`src/cbcs_pkg.sv`:
```
`timescale 1ns / 1ps

package cbcs_pkg;

  localparam int unsigned WGT_WIDTH = 17;
  localparam int unsigned RES_WIDTH = 6;
  localparam int unsigned CNT_WIDTH = 3;
  localparam int unsigned NUM_POINTS = 4;

  localparam logic [WGT_WIDTH-1:0] ONE_Q16 = 17'h10000;
  localparam logic [RES_WIDTH-1:0] RES_RESET = 6'd16;
  localparam logic [1:0] REG_RESOLUTION = 2'd0;

  typedef enum logic [3:0] {
    OP_NOP,
    OP_LOAD,
    OP_DIV_INIT,
    OP_DIV_STEP,
    OP_T_INIT,
    OP_T_NEXT,
    OP_U,
    OP_UU,
    OP_TT,
    OP_W0,
    OP_W1,
    OP_W2,
    OP_W3,
    OP_BLEND
  } op_e;

  typedef struct packed {
    op_e        op;
    logic [1:0] k;
    logic [1:0] c;
  } cmd_t;

endpackage

```
`src/cubic_bezier_curve_sampler.sv`:
```
`timescale 1ns / 1ps

// Cubic Bezier sampler: control points (x, y, z, signed Q16.16) stream in one
// per transaction, one cycle each; the first four of a list are kept. The
// transaction with tlast ends the list and, with four points present and a
// nonzero resolution, starts a run of resolution+1 samples. A run first
// computes 65536/resolution bit-serially, then for each sample forms u = 1 - t,
// then u*u, t*t and the four Bernstein weights on a shared 17x17 multiplier,
// the weighted sums on a shared weight-by-coordinate multiplier, finishes the
// last sum, holds the sample in the output register until the sink takes it
// and then advances t; the last sample skips the advance. No input is taken
// while a run is in progress.
module cubic_bezier_curve_sampler #(
  parameter int unsigned COORD_WIDTH = 32
) (
  input  logic                 clk_i,
  input  logic                 rst_ni,
  // tdata: coord_x, coord_y, coord_z (zero padded to bytes)
  input  logic [((3*COORD_WIDTH+7)/8)*8-1:0] s_axis_tdata,
  input  logic                 s_axis_tvalid,
  output logic                 s_axis_tready,
  input  logic                 s_axis_tlast,
  // tdata: out_x, out_y, out_z, sample_index (zero padded to bytes)
  output logic [((3*COORD_WIDTH+6+7)/8)*8-1:0] m_axis_tdata,
  output logic                 m_axis_tvalid,
  input  logic                 m_axis_tready,
  output logic                 m_axis_tlast,
  input  logic                 psel,
  input  logic                 penable,
  input  logic                 pwrite,
  input  logic [3:0]           paddr,
  input  logic [31:0]          pwdata,
  output logic [31:0]          prdata,
  output logic                 pready
);

  localparam int unsigned OUT_W = ((3*COORD_WIDTH+6+7)/8)*8;

  logic [cbcs_pkg::RES_WIDTH-1:0] res_q;
  logic [cbcs_pkg::RES_WIDTH-1:0] sample_idx;
  cbcs_pkg::cmd_t cmd;
  logic signed [COORD_WIDTH-1:0] out_x, out_y, out_z;
  logic reg_hit;

  assign pready  = 1'b1;
  assign reg_hit = (paddr[3:2] == cbcs_pkg::REG_RESOLUTION);
  assign prdata  = reg_hit ? 32'(res_q) : 32'd0;

  always_ff @(posedge clk_i or negedge rst_ni) begin
    if (!rst_ni) begin
      res_q <= cbcs_pkg::RES_RESET;
    end else if (psel && penable && pwrite && reg_hit) begin
      res_q <= pwdata[cbcs_pkg::RES_WIDTH-1:0];
    end
  end

  cbcs_ctrl u_ctrl (
    .clk_i        (clk_i),
    .rst_ni       (rst_ni),
    .res_i        (res_q),
    .in_valid_i   (s_axis_tvalid),
    .in_last_i    (s_axis_tlast),
    .in_ready_o   (s_axis_tready),
    .out_valid_o  (m_axis_tvalid),
    .out_ready_i  (m_axis_tready),
    .out_last_o   (m_axis_tlast),
    .sample_idx_o (sample_idx),
    .cmd_o        (cmd)
  );

  cbcs_dp #(
    .COORD_WIDTH (COORD_WIDTH)
  ) u_dp (
    .clk_i     (clk_i),
    .rst_ni    (rst_ni),
    .cmd_i     (cmd),
    .res_i     (res_q),
    .coord_x_i (s_axis_tdata[COORD_WIDTH-1:0]),
    .coord_y_i (s_axis_tdata[2*COORD_WIDTH-1:COORD_WIDTH]),
    .coord_z_i (s_axis_tdata[3*COORD_WIDTH-1:2*COORD_WIDTH]),
    .out_x_o   (out_x),
    .out_y_o   (out_y),
    .out_z_o   (out_z)
  );

  assign m_axis_tdata = OUT_W'({sample_idx, out_z, out_y, out_x});

endmodule

```
`src/cbcs_dp.sv`:
```
`timescale 1ns / 1ps

module cbcs_dp #(
  parameter int unsigned COORD_WIDTH = 32
) (
  input  logic                                 clk_i,
  input  logic                                 rst_ni,
  input  cbcs_pkg::cmd_t                       cmd_i,
  input  logic [cbcs_pkg::RES_WIDTH-1:0]       res_i,
  input  logic signed [COORD_WIDTH-1:0]        coord_x_i,
  input  logic signed [COORD_WIDTH-1:0]        coord_y_i,
  input  logic signed [COORD_WIDTH-1:0]        coord_z_i,
  output logic signed [COORD_WIDTH-1:0]        out_x_o,
  output logic signed [COORD_WIDTH-1:0]        out_y_o,
  output logic signed [COORD_WIDTH-1:0]        out_z_o
);

  localparam int unsigned WW = cbcs_pkg::WGT_WIDTH;
  localparam int unsigned RW = cbcs_pkg::RES_WIDTH;
  localparam int unsigned PW = COORD_WIDTH + 18;

  logic signed [COORD_WIDTH-1:0] pt_q [cbcs_pkg::NUM_POINTS][3];
  logic [WW-1:0] w_q [cbcs_pkg::NUM_POINTS];

  // divider for 65536 / resolution
  logic [RW-1:0] div_r_q;
  logic [WW-1:0] div_q_q;
  logic [WW-1:0] div_n_q;
  logic [RW:0]   div_rs;
  logic          div_ge;

  // curve parameter and weight scratch
  logic [WW-1:0] t_q, u_q, uu_q, tt_q;
  logic [RW-1:0] tr_q;
  logic [RW:0]   tr_sum;
  logic          tr_ge;

  logic [WW-1:0]   ma, mb;
  logic [2*WW-1:0] wprod;
  logic [2*WW+1:0] wprod3;
  logic [WW-1:0]   wres;

  logic signed [PW-1:0] prod_q;
  logic signed [PW-1:0] acc_q;
  logic signed [PW-1:0] sum;
  logic                 bvalid_q;
  logic [1:0]           bk_q, bc_q;

  assign div_rs = {div_r_q, div_n_q[WW-1]};
  assign div_ge = div_rs >= {1'b0, res_i};
  assign tr_sum = {1'b0, tr_q} + {1'b0, div_r_q};
  assign tr_ge  = tr_sum >= {1'b0, res_i};

  always_comb begin
    unique case (cmd_i.op)
      cbcs_pkg::OP_TT: begin
        ma = t_q;
        mb = t_q;
      end
      cbcs_pkg::OP_W0: begin
        ma = uu_q;
        mb = u_q;
      end
      cbcs_pkg::OP_W1: begin
        ma = uu_q;
        mb = t_q;
      end
      cbcs_pkg::OP_W2: begin
        ma = u_q;
        mb = tt_q;
      end
      cbcs_pkg::OP_W3: begin
        ma = tt_q;
        mb = t_q;
      end
      default: begin
        ma = u_q;
        mb = u_q;
      end
    endcase
  end

  assign wprod  = ma * mb;
  assign wprod3 = {2'b00, wprod} + {1'b0, wprod, 1'b0};
  assign wres   = (cmd_i.op == cbcs_pkg::OP_W1 || cmd_i.op == cbcs_pkg::OP_W2)
                  ? wprod3[2*WW-2:WW-1] : wprod[2*WW-2:WW-1];

  assign sum = ((bk_q == 2'd0) ? PW'(0) : acc_q) + prod_q;

  always_ff @(posedge clk_i) begin
    case (cmd_i.op)
      cbcs_pkg::OP_LOAD: begin
        pt_q[cmd_i.k][0] <= coord_x_i;
        pt_q[cmd_i.k][1] <= coord_y_i;
        pt_q[cmd_i.k][2] <= coord_z_i;
      end
      cbcs_pkg::OP_DIV_INIT: begin
        div_r_q <= '0;
        div_q_q <= '0;
        div_n_q <= cbcs_pkg::ONE_Q16;
      end
      cbcs_pkg::OP_DIV_STEP: begin
        div_r_q <= div_ge ? RW'(div_rs - {1'b0, res_i}) : div_rs[RW-1:0];
        div_q_q <= {div_q_q[WW-2:0], div_ge};
        div_n_q <= {div_n_q[WW-2:0], 1'b0};
      end
      cbcs_pkg::OP_T_INIT: begin
        t_q  <= '0;
        tr_q <= '0;
      end
      cbcs_pkg::OP_T_NEXT: begin
        // carry the running remainder into the quotient
        if (tr_ge) begin
          t_q  <= t_q + div_q_q + WW'(1);
          tr_q <= RW'(tr_sum - {1'b0, res_i});
        end else begin
          t_q  <= t_q + div_q_q;
          tr_q <= tr_sum[RW-1:0];
        end
      end
      cbcs_pkg::OP_U:  u_q  <= cbcs_pkg::ONE_Q16 - t_q;
      cbcs_pkg::OP_UU: uu_q <= wres;
      cbcs_pkg::OP_TT: tt_q <= wres;
      cbcs_pkg::OP_W0: w_q[0] <= wres;
      cbcs_pkg::OP_W1: w_q[1] <= wres;
      cbcs_pkg::OP_W2: w_q[2] <= wres;
      cbcs_pkg::OP_W3: w_q[3] <= wres;
      cbcs_pkg::OP_BLEND: begin
        prod_q <= $signed({1'b0, w_q[cmd_i.k]}) * pt_q[cmd_i.k][cmd_i.c];
      end
      default: ;
    endcase
    bk_q <= cmd_i.k;
    bc_q <= cmd_i.c;
    if (bvalid_q) begin
      acc_q <= sum;
      if (bk_q == 2'd3) begin
        case (bc_q)
          2'd0:    out_x_o <= sum[COORD_WIDTH+15:16];
          2'd1:    out_y_o <= sum[COORD_WIDTH+15:16];
          default: out_z_o <= sum[COORD_WIDTH+15:16];
        endcase
      end
    end
  end

  always_ff @(posedge clk_i or negedge rst_ni) begin
    if (!rst_ni) begin
      bvalid_q <= 1'b0;
    end else begin
      bvalid_q <= (cmd_i.op == cbcs_pkg::OP_BLEND);
    end
  end

endmodule

```
`src/cbcs_ctrl.sv`:
```
`timescale 1ns / 1ps

module cbcs_ctrl (
  input  logic                            clk_i,
  input  logic                            rst_ni,
  input  logic [cbcs_pkg::RES_WIDTH-1:0]  res_i,
  input  logic                            in_valid_i,
  input  logic                            in_last_i,
  output logic                            in_ready_o,
  output logic                            out_valid_o,
  input  logic                            out_ready_i,
  output logic                            out_last_o,
  output logic [cbcs_pkg::RES_WIDTH-1:0]  sample_idx_o,
  output cbcs_pkg::cmd_t                  cmd_o
);

  typedef enum logic [3:0] {
    ST_IDLE,
    ST_DINIT,
    ST_DIV,
    ST_TINIT,
    ST_WGT,
    ST_BLEND,
    ST_DRAIN,
    ST_EMIT,
    ST_TNEXT
  } state_e;

  localparam logic [4:0] DIV_LAST   = 5'd16;
  localparam logic [4:0] WGT_LAST   = 5'd6;
  localparam logic [4:0] BLEND_LAST = 5'd11;

  state_e state_q;
  logic [4:0] step_q;
  logic [cbcs_pkg::CNT_WIDTH-1:0] cnt_q, cnt_inc;
  logic [cbcs_pkg::RES_WIDTH-1:0] idx_q;
  logic accept, out_hs;

  assign in_ready_o   = (state_q == ST_IDLE);
  assign accept       = in_valid_i && in_ready_o;
  assign out_valid_o  = (state_q == ST_EMIT);
  assign out_last_o   = (idx_q == res_i);
  assign out_hs       = out_valid_o && out_ready_i;
  assign sample_idx_o = idx_q;
  assign cnt_inc      = (cnt_q < 3'd4) ? cnt_q + 3'd1 : cnt_q;

  always_comb begin
    cmd_o.op = cbcs_pkg::OP_NOP;
    cmd_o.k  = step_q[1:0];
    cmd_o.c  = step_q[3:2];
    unique case (state_q)
      ST_IDLE: begin
        cmd_o.k = cnt_q[1:0];
        if (accept && cnt_q < 3'd4) begin
          cmd_o.op = cbcs_pkg::OP_LOAD;
        end
      end
      ST_DINIT: cmd_o.op = cbcs_pkg::OP_DIV_INIT;
      ST_DIV:   cmd_o.op = cbcs_pkg::OP_DIV_STEP;
      ST_TINIT: cmd_o.op = cbcs_pkg::OP_T_INIT;
      ST_TNEXT: cmd_o.op = cbcs_pkg::OP_T_NEXT;
      ST_BLEND: cmd_o.op = cbcs_pkg::OP_BLEND;
      ST_WGT: begin
        unique case (step_q[2:0])
          3'd0:    cmd_o.op = cbcs_pkg::OP_U;
          3'd1:    cmd_o.op = cbcs_pkg::OP_UU;
          3'd2:    cmd_o.op = cbcs_pkg::OP_TT;
          3'd3:    cmd_o.op = cbcs_pkg::OP_W0;
          3'd4:    cmd_o.op = cbcs_pkg::OP_W1;
          3'd5:    cmd_o.op = cbcs_pkg::OP_W2;
          default: cmd_o.op = cbcs_pkg::OP_W3;
        endcase
      end
      default: cmd_o.op = cbcs_pkg::OP_NOP;
    endcase
  end

  always_ff @(posedge clk_i or negedge rst_ni) begin
    if (!rst_ni) begin
      state_q <= ST_IDLE;
      step_q  <= '0;
      cnt_q   <= '0;
      idx_q   <= '0;
    end else begin
      unique case (state_q)
        ST_IDLE: begin
          if (accept) begin
            if (in_last_i) begin
              cnt_q <= '0;
              idx_q <= '0;
              if (cnt_inc == 3'd4 && res_i != '0) begin
                state_q <= ST_DINIT;
              end
            end else begin
              cnt_q <= cnt_inc;
            end
          end
        end
        ST_DINIT: begin
          step_q  <= '0;
          state_q <= ST_DIV;
        end
        ST_DIV: begin
          step_q <= step_q + 5'd1;
          if (step_q == DIV_LAST) begin
            state_q <= ST_TINIT;
          end
        end
        ST_TINIT: begin
          step_q  <= '0;
          state_q <= ST_WGT;
        end
        ST_WGT: begin
          if (step_q == WGT_LAST) begin
            step_q  <= '0;
            state_q <= ST_BLEND;
          end else begin
            step_q <= step_q + 5'd1;
          end
        end
        ST_BLEND: begin
          step_q <= step_q + 5'd1;
          if (step_q == BLEND_LAST) begin
            state_q <= ST_DRAIN;
          end
        end
        ST_DRAIN: state_q <= ST_EMIT;
        ST_EMIT: begin
          if (out_ready_i) begin
            if (out_last_o) begin
              state_q <= ST_IDLE;
            end else begin
              idx_q   <= idx_q + 6'd1;
              state_q <= ST_TNEXT;
            end
          end
        end
        ST_TNEXT: begin
          step_q  <= '0;
          state_q <= ST_WGT;
        end
        default: state_q <= ST_IDLE;
      endcase
    end
  end

`ifndef NO_ASSERTIONS
  a_emit_hold: assert property (@(posedge clk_i) disable iff (!rst_ni)
    out_valid_o && !out_ready_i |=> out_valid_o && $stable(idx_q))
    else $error("sample dropped before transaction");
  a_no_overlap: assert property (@(posedge clk_i) disable iff (!rst_ni)
    !(out_valid_o && in_ready_o))
    else $error("input taken during sample output");
  a_idx_step: assert property (@(posedge clk_i) disable iff (!rst_ni)
    out_hs && !out_last_o |=> idx_q == $past(idx_q) + 6'd1)
    else $error("sample index skipped");
  a_idx_bound: assert property (@(posedge clk_i) disable iff (!rst_ni)
    out_valid_o |-> idx_q <= res_i)
    else $error("sample index beyond resolution");
`endif

endmodule
```
`config.mk`:
```
export PLATFORM = sky130hd
export DESIGN_NAME = cubic_bezier_curve_sampler
export DESIGN_NICKNAME = d
export VERILOG_FILES = /design/src/cbcs_pkg.sv /design/src/cubic_bezier_curve_sampler.sv /design/src/cbcs_dp.sv /design/src/cbcs_ctrl.sv
export SDC_FILE = /design/constraint.sdc
export NUM_CORES = 2
export LEC_CHECK = 0
export BUFFER_PORTS_ARGS = -buffer_cell sky130_fd_sc_hd__buf_2
export CORE_MARGIN = 3
export CORE_UTILIZATION = 60
export CTS_CLUSTER_SIZE = 24
export DETAILED_ROUTE_END_ITERATION = 10
export PLACE_DENSITY = 0.78
export SKIP_CTS_REPAIR_TIMING = 1
export SLEW_MARGIN = 40
export SYNTH_ARGS = -nofsm -noshare
export SYNTH_HDL_FRONTEND = slang
export SYNTH_SLANG_ARGS = --single-unit
```
`constraint.sdc`:
```
create_clock -name clk_i -period 19.55 [get_ports clk_i]
set_clock_uncertainty 0.2 [all_clocks]
set_input_delay 2.9325 -clock clk_i [delete_from_list [all_inputs] [get_ports clk_i]]
set_output_delay 2.9325 -clock clk_i [all_outputs]
set_load 0.02 [all_outputs]
```
* Word level (Yosys, flattened, before mapping) *
Memory sizes are Yosys's and may differ from the RTL's.
Cells that the tools add are included.

word-level totals
  logic and storage cells = 172
  bits in registers = 339
  bits of input ports = 140
  output and inout bits = 140
  bits in writable memories = 452
  memories = 2

cells by class
  multiply operators = 2
  $lt $le $gt $ge = 4
  muxes and demuxes = 57
  add/subtract/negate cells = 11
  bitwise gates (word level) = 2
  equal/unequal tests = 41
  reductions and logical operators = 32

memory list
  memory     words  width  rd ports  clocked after memory_dff  wr ports  RTL line       text
  u_dp.pt_q  4      96     1         0                         1         cbcs_dp.sv:22  logic signed [COORD_WIDTH-1:0] pt_q [cbcs_pkg::NUM_POINTS][3];
  u_dp.w_q   4      17     1         0                         1         cbcs_dp.sv:23  logic [WW-1:0] w_q [cbcs_pkg::NUM_POINTS];

operators with widths
  kind                                                 count
  one-hot mux 17 bit (2 select lines)                  4
  two-way mux 17 bit                                   5
  binary-select mux 32 bit (select 2 bit)              1
  two-way mux 32 bit                                   2
  one-hot mux 17 bit (3 select lines)                  1
  OR reduction 17 bit                                  3
  adder 50 bit                                         1
  multiplier 18 x 32 -> 50 bit                         1
  two-way mux 50 bit                                   1
  two-way mux 6 bit                                    7
  one-hot mux 6 bit (2 select lines)                   3
  adder 33 bit                                         1
  multiplier 17 x 17 -> 33 bit                         1
  equality test 4 x 3 -> 1 bit, second input constant  8
  two-way mux 4 bit                                    8
  one-hot mux 4 bit (8 select lines)                   1
  equality test 4 bit, second input constant           7
  one-hot mux 4 bit (7 select lines)                   1
  one-hot mux 4 bit (6 select lines)                   1
  adder 17 x 1 -> 17 bit, second input constant        1
  adder 17 bit                                         1
  subtractor 17 bit, first input constant              1
  equality test 4 x 2 -> 1 bit, second input constant  4
  one-hot mux 5 bit (3 select lines)                   1
  40 further kinds                                     84

* Logic depth before layout (Yosys ltp) *
  depth in word-level cells = 14
  depth in mapped cells = 46
  depth with buffers taken out = 42

* Cells and area by module *
A second synthesis with hierarchy kept.

second synthesis, totals
  cells, all modules = 5,431
  area total of the unflattened synthesis = 62,409.9 sq um

modules (own cells, without submodules)
  module                      area each (sq um)  times used  cells each  seq. area each (sq um)
  cbcs_dp                     60,421.7           1           5,211       22,386.5
  cbcs_ctrl                   1,466.4            1           169         450.4
  cubic_bezier_curve_sampler  521.8              1           51          151.4

* Worst setup path before layout *
OpenSTA, ideal clock, no wires.

  kind = register to register
  start point = register u_ctrl.state_q[0]
  end point = memory u_dp.pt_q[1][0] (netlist bit), enable pin
  clock period less this slack = 13.255 ns
  path buffers = 4
  setup time = 0.790 ns
  data required time = 18.560 ns
  stages on the path, launching flop included = 9
  setup slack = 6.295 ns
  arrival = 12.265 ns
  path through = dfrtp_1 buf_2 nor4_1 o21a_1 buf_2 buf_1 buf_1 inv_1 nor4_1

RTL lines
  element                   RTL line          text
  start: declaration        cbcs_ctrl.sv:33   state_e state_q;
  start signal: assignment  cbcs_ctrl.sv:80   state_q <= ST_IDLE;
  start signal: assignment  cbcs_ctrl.sv:92   state_q <= ST_DINIT;
  start signal: assignment  cbcs_ctrl.sv:101  state_q <= ST_DIV;
  end: declaration          cbcs_dp.sv:22

* Worst setup path in the final report *
  start point = input s_axis_tvalid
  end point = memory u_dp.w_q[3][16] (netlist bit), data pin

on the way
  cells in the longest elaborated chain, start to end = 13
  elaborated cells between the ends (all ways) = 26
  classes of those cells = 1 x add/sub; 1 x mul; 5 x eq/ne; 12 x mux; 7 x reduce/logical

RTL lines
  element                                                                                     RTL line                          text
  start: declaration                                                                          cubic_bezier_curve_sampler.sv:20  input logic s_axis_tvalid,
  logical AND 1 bit (*)                                                                       cbcs_ctrl.sv:40                   assign accept = in_valid_i && in_ready_o;
  logical AND 1 bit (*)                                                                       cbcs_ctrl.sv:54                   if (accept && cnt_q < 3'd4) begin
  two-way mux 1 bit (*)                                                                       cbcs_ctrl.sv:54
  one-hot mux 4 bit (7 select lines) (*)                                                      cbcs_ctrl.sv:51                   unique case (state_q)
  equality test 4 bit (on tied branches)                                                      cbcs_dp.sv:55, cbcs_dp.sv:85
  OR reduction 3 bit (no line) or OR reduction 2 bit (tied branches)                          -
  one-hot mux 17 bit (2 select lines) or one-hot mux 17 bit (3 select lines) (tied branches)  cbcs_dp.sv:55                     unique case (cmd_i.op)
  multiplier 17 x 17 -> 33 bit                                                                cbcs_dp.sv:83                     assign wprod = ma * mb;
  adder 33 bit                                                                                cbcs_dp.sv:84                     assign wprod3 = {2'b00, wprod} + {1'b0, wprod, 1'b0};
  two-way mux 17 bit (*)                                                                      cbcs_dp.sv:86                     ? wprod3[2*WW-2:WW-1] : wprod[2*WW-2:WW-1];
  via u_dp.wres[16]                                                                           cbcs_dp.sv:41                     logic [WW-1:0] wres;
  two-way mux 17 bit (no line) (2 in a row)                                                   -
  two-way mux 17 bit (no line) (*)                                                            -
  end: declaration                                                                            cbcs_dp.sv:23

Mark *: on every way through the listed nets, which the timed path passes. The rest lies on a longest branch.

==> reports/qor.csv <==
metric,value,unit
largest cells by area after synthesis,"edfxtp_1, fa_1, ha_1",
Mapped Avg Cell Area,11.54,um2
post-layout min period,13480,ps
Slew HR,40.17,%
YS warnings,0,
largest net degree at the start of global routing,66,
Tightest Pin Transition,897.5,ps
CP dominant cell by count,fa_1,
worst path required time,19700,ps
Critical path origin,s_axis_tvalid,
# DRC,0,
first-pass GRT wire length,230000,um
fin cells,7002,
Via density,5.822,
drt first pass iters,5,
ys flop type,edfxtp_1,
Final nets,6773,
final hold violations,0,
"most common cell after layout, fill and taps aside",inv_1,
Starting DRT DRC Count,3669,
count of cell types in the netlist,87,
total gr overflow,0,
WL/cell,20.68,um
area added between synthesis and finish,8.645,%
htree depth,3,
outcome,"finished, final reports clean",
CTS tree,built,
final WL,144800,um
Clock Pin Slew Worst Setup and Hold Paths,60,ps
HP Start,u_ctrl.step_q[4],
# IOs,280,
#FFs+latches synth,771,
Critical Path AT,13630,ps
largest stage delay on the critical path,730,ps
crit path kind,primary input to flip-flop,
"commonest non-fill, non-tap cells in the layout","inv_1, edfxtp_1, fa_1",
Core ar.,102000,um2
area share of the largest cell type after synthesis,36.05,%
"FFs w/ async S/R, synth",3.243,%
worst flop-to-flop path startpoint,u_ctrl.step_q[2],
cell taking the most area after synthesis,edfxtp_1,
Filler cells,7459,
post-route clock period utilization,68.94,%
via count,40770,
# setup viols final,0,
antenna-violating nets left,0,
clock latency on the worst-skew pair,660,ps
CTS root buf,clkbuf_16,
RSZ-0062 raised after global routing,false,
post-layout util,65.82,%
Starting Density,60.58,%
detailed-placement wirelength estimate,103200,um
clock sinks,771,
"EDFF count, synth",742,
initial antenna violation count,22,
Final Wtd Congestion,0.9043,
row count,117,
setup tns final,0,ps
crit path launch type,primary input,
CTS buffer count,78,
Gate Count Post-Synth,5358,
layout cells sized above 1,10.52,%
Die H,327.0,um
Pins Over Slew Limit,0,
Peak Freq,74.19,MHz
Post-Syn Area,61810,um2
count of input and output buffers,222,
die width,327.0,um
Max-Cap Viols,0,
crit path capture type,flip-flop,
vias in the first global route,42430,
placed cells,6844,
GRT Util Overall,27.47,%
die area,106900,um2
slowest CP cell,a2111oi_2,
sequential area share after synthesis,37.19,%
Min-Delay Path Class,flip-flop to flip-flop,
CP max FO,33,
clk buf depth,3,
hold slack,341.3,ps
==> synthesized netlist by cell type (all sizes together), types with 86 or more instances <==
cell,number
inv,890
edfxtp,742
fa,737
nand2,646
ha,339
nor2,263
and2,227
a21oi,166
o21ai,149
xnor2,143
clkbuf,131
mux4,113
buf,88
a21o,86
==> metal layers <==
layer / vias up / track usage (%) / routed length [um]
li1: 18080 / - / -
met5: - / 0 / 96
met1: 20560 / 37.12 / 57410
met3: 322 / 6.457 / 13500
met4: 14 / 8.612 / 4388
met2: 1784 / 44.58 / 69440
==> cells by family after synthesis <==
| family | count (synthesis) | share of synthesized area, % |
|---|---|---|
| flops | 771 | 37.19 |
| simple gates | 1411 | 10.57 |
| xor+xnor | 211 | 2.990 |
| fa+ha+maj | 1076 | 30.73 |
| mux | 157 | 4.844 |
| buf+inv | 1109 | 7.038 |
| other cells | 2 | 0.01215 |
| compound gates | 621 | 6.623 |
==> layout make-up <==
class | instances | area, um2 | area share, %
Antenna cell | 18 | 45.04 | 0.06707
Multi-Input combinational cell | 3505 | 34790 | 51.81
Clock buffer | 99 | 2041 | 3.039
Timing Repair Buffer | 311 | 1809 | 2.694
Clock inverter | 40 | 429.2 | 0.6390
Inverter | 890 | 3341 | 4.974
Sequential cell | 771 | 22990 | 34.23
Tap cell | 1368 | 1712 | 2.549
==> worst max-delay path: cells and delay by family <==
family	cells	cell delay, ps
fa+ha+maj	8	3760
xor+xnor	2	800
mux	1	140
simple gates	9	1320
compound gates	14	3920
buf+inv	5	710
==> final timing paths <==
| check | endpoint | slack, ps | depth (start not counted) |
|---|---|---|---|
| max | u_dp.w_q[3][16] | 6070 | 39 |
| min | u_ctrl.step_q[4] | 340 | 1 |
| max reg2reg | u_dp.w_q[3][16] | 7010 | 40 |
| min reg2reg | u_ctrl.step_q[4] | 340 | 1 |
| max in group asynchronous | u_dp.bvalid_q | 16490 | 1 |
| min in group asynchronous | u_ctrl.sample_idx_o[1] | 2120 | 1 |
==> sequential cells by signal, summed over array words and instances (netlist names), 6 cells and up <==
register             cells
u_dp.pt_q              384
u_dp.w_q                68
u_dp.acc_q              48
u_dp.prod_q             48
u_dp.out_x_o            32
u_dp.out_y_o            32
u_dp.out_z_o            32
u_dp.div_q_q            17
u_dp.t_q                17
u_dp.tt_q               17
u_dp.u_q                17
u_dp.uu_q               17
res_q                    6
u_ctrl.sample_idx_o      6
u_dp.div_r_q             6
u_dp.tr_q                6
==> metrics by stage <==
stage / area [um2] / worst slack, ps
floorplan: 61910 / 6295
global placement: 64500 / 5715
detailed placement: 64590 / 5669
CTS: 67060 / 6286
global route: 67120 / 5564
finish: 67160 / 6071
Power is not shown: default switching activity piles up to over one toggle a cycle in this logic, so the estimate is an artifact.
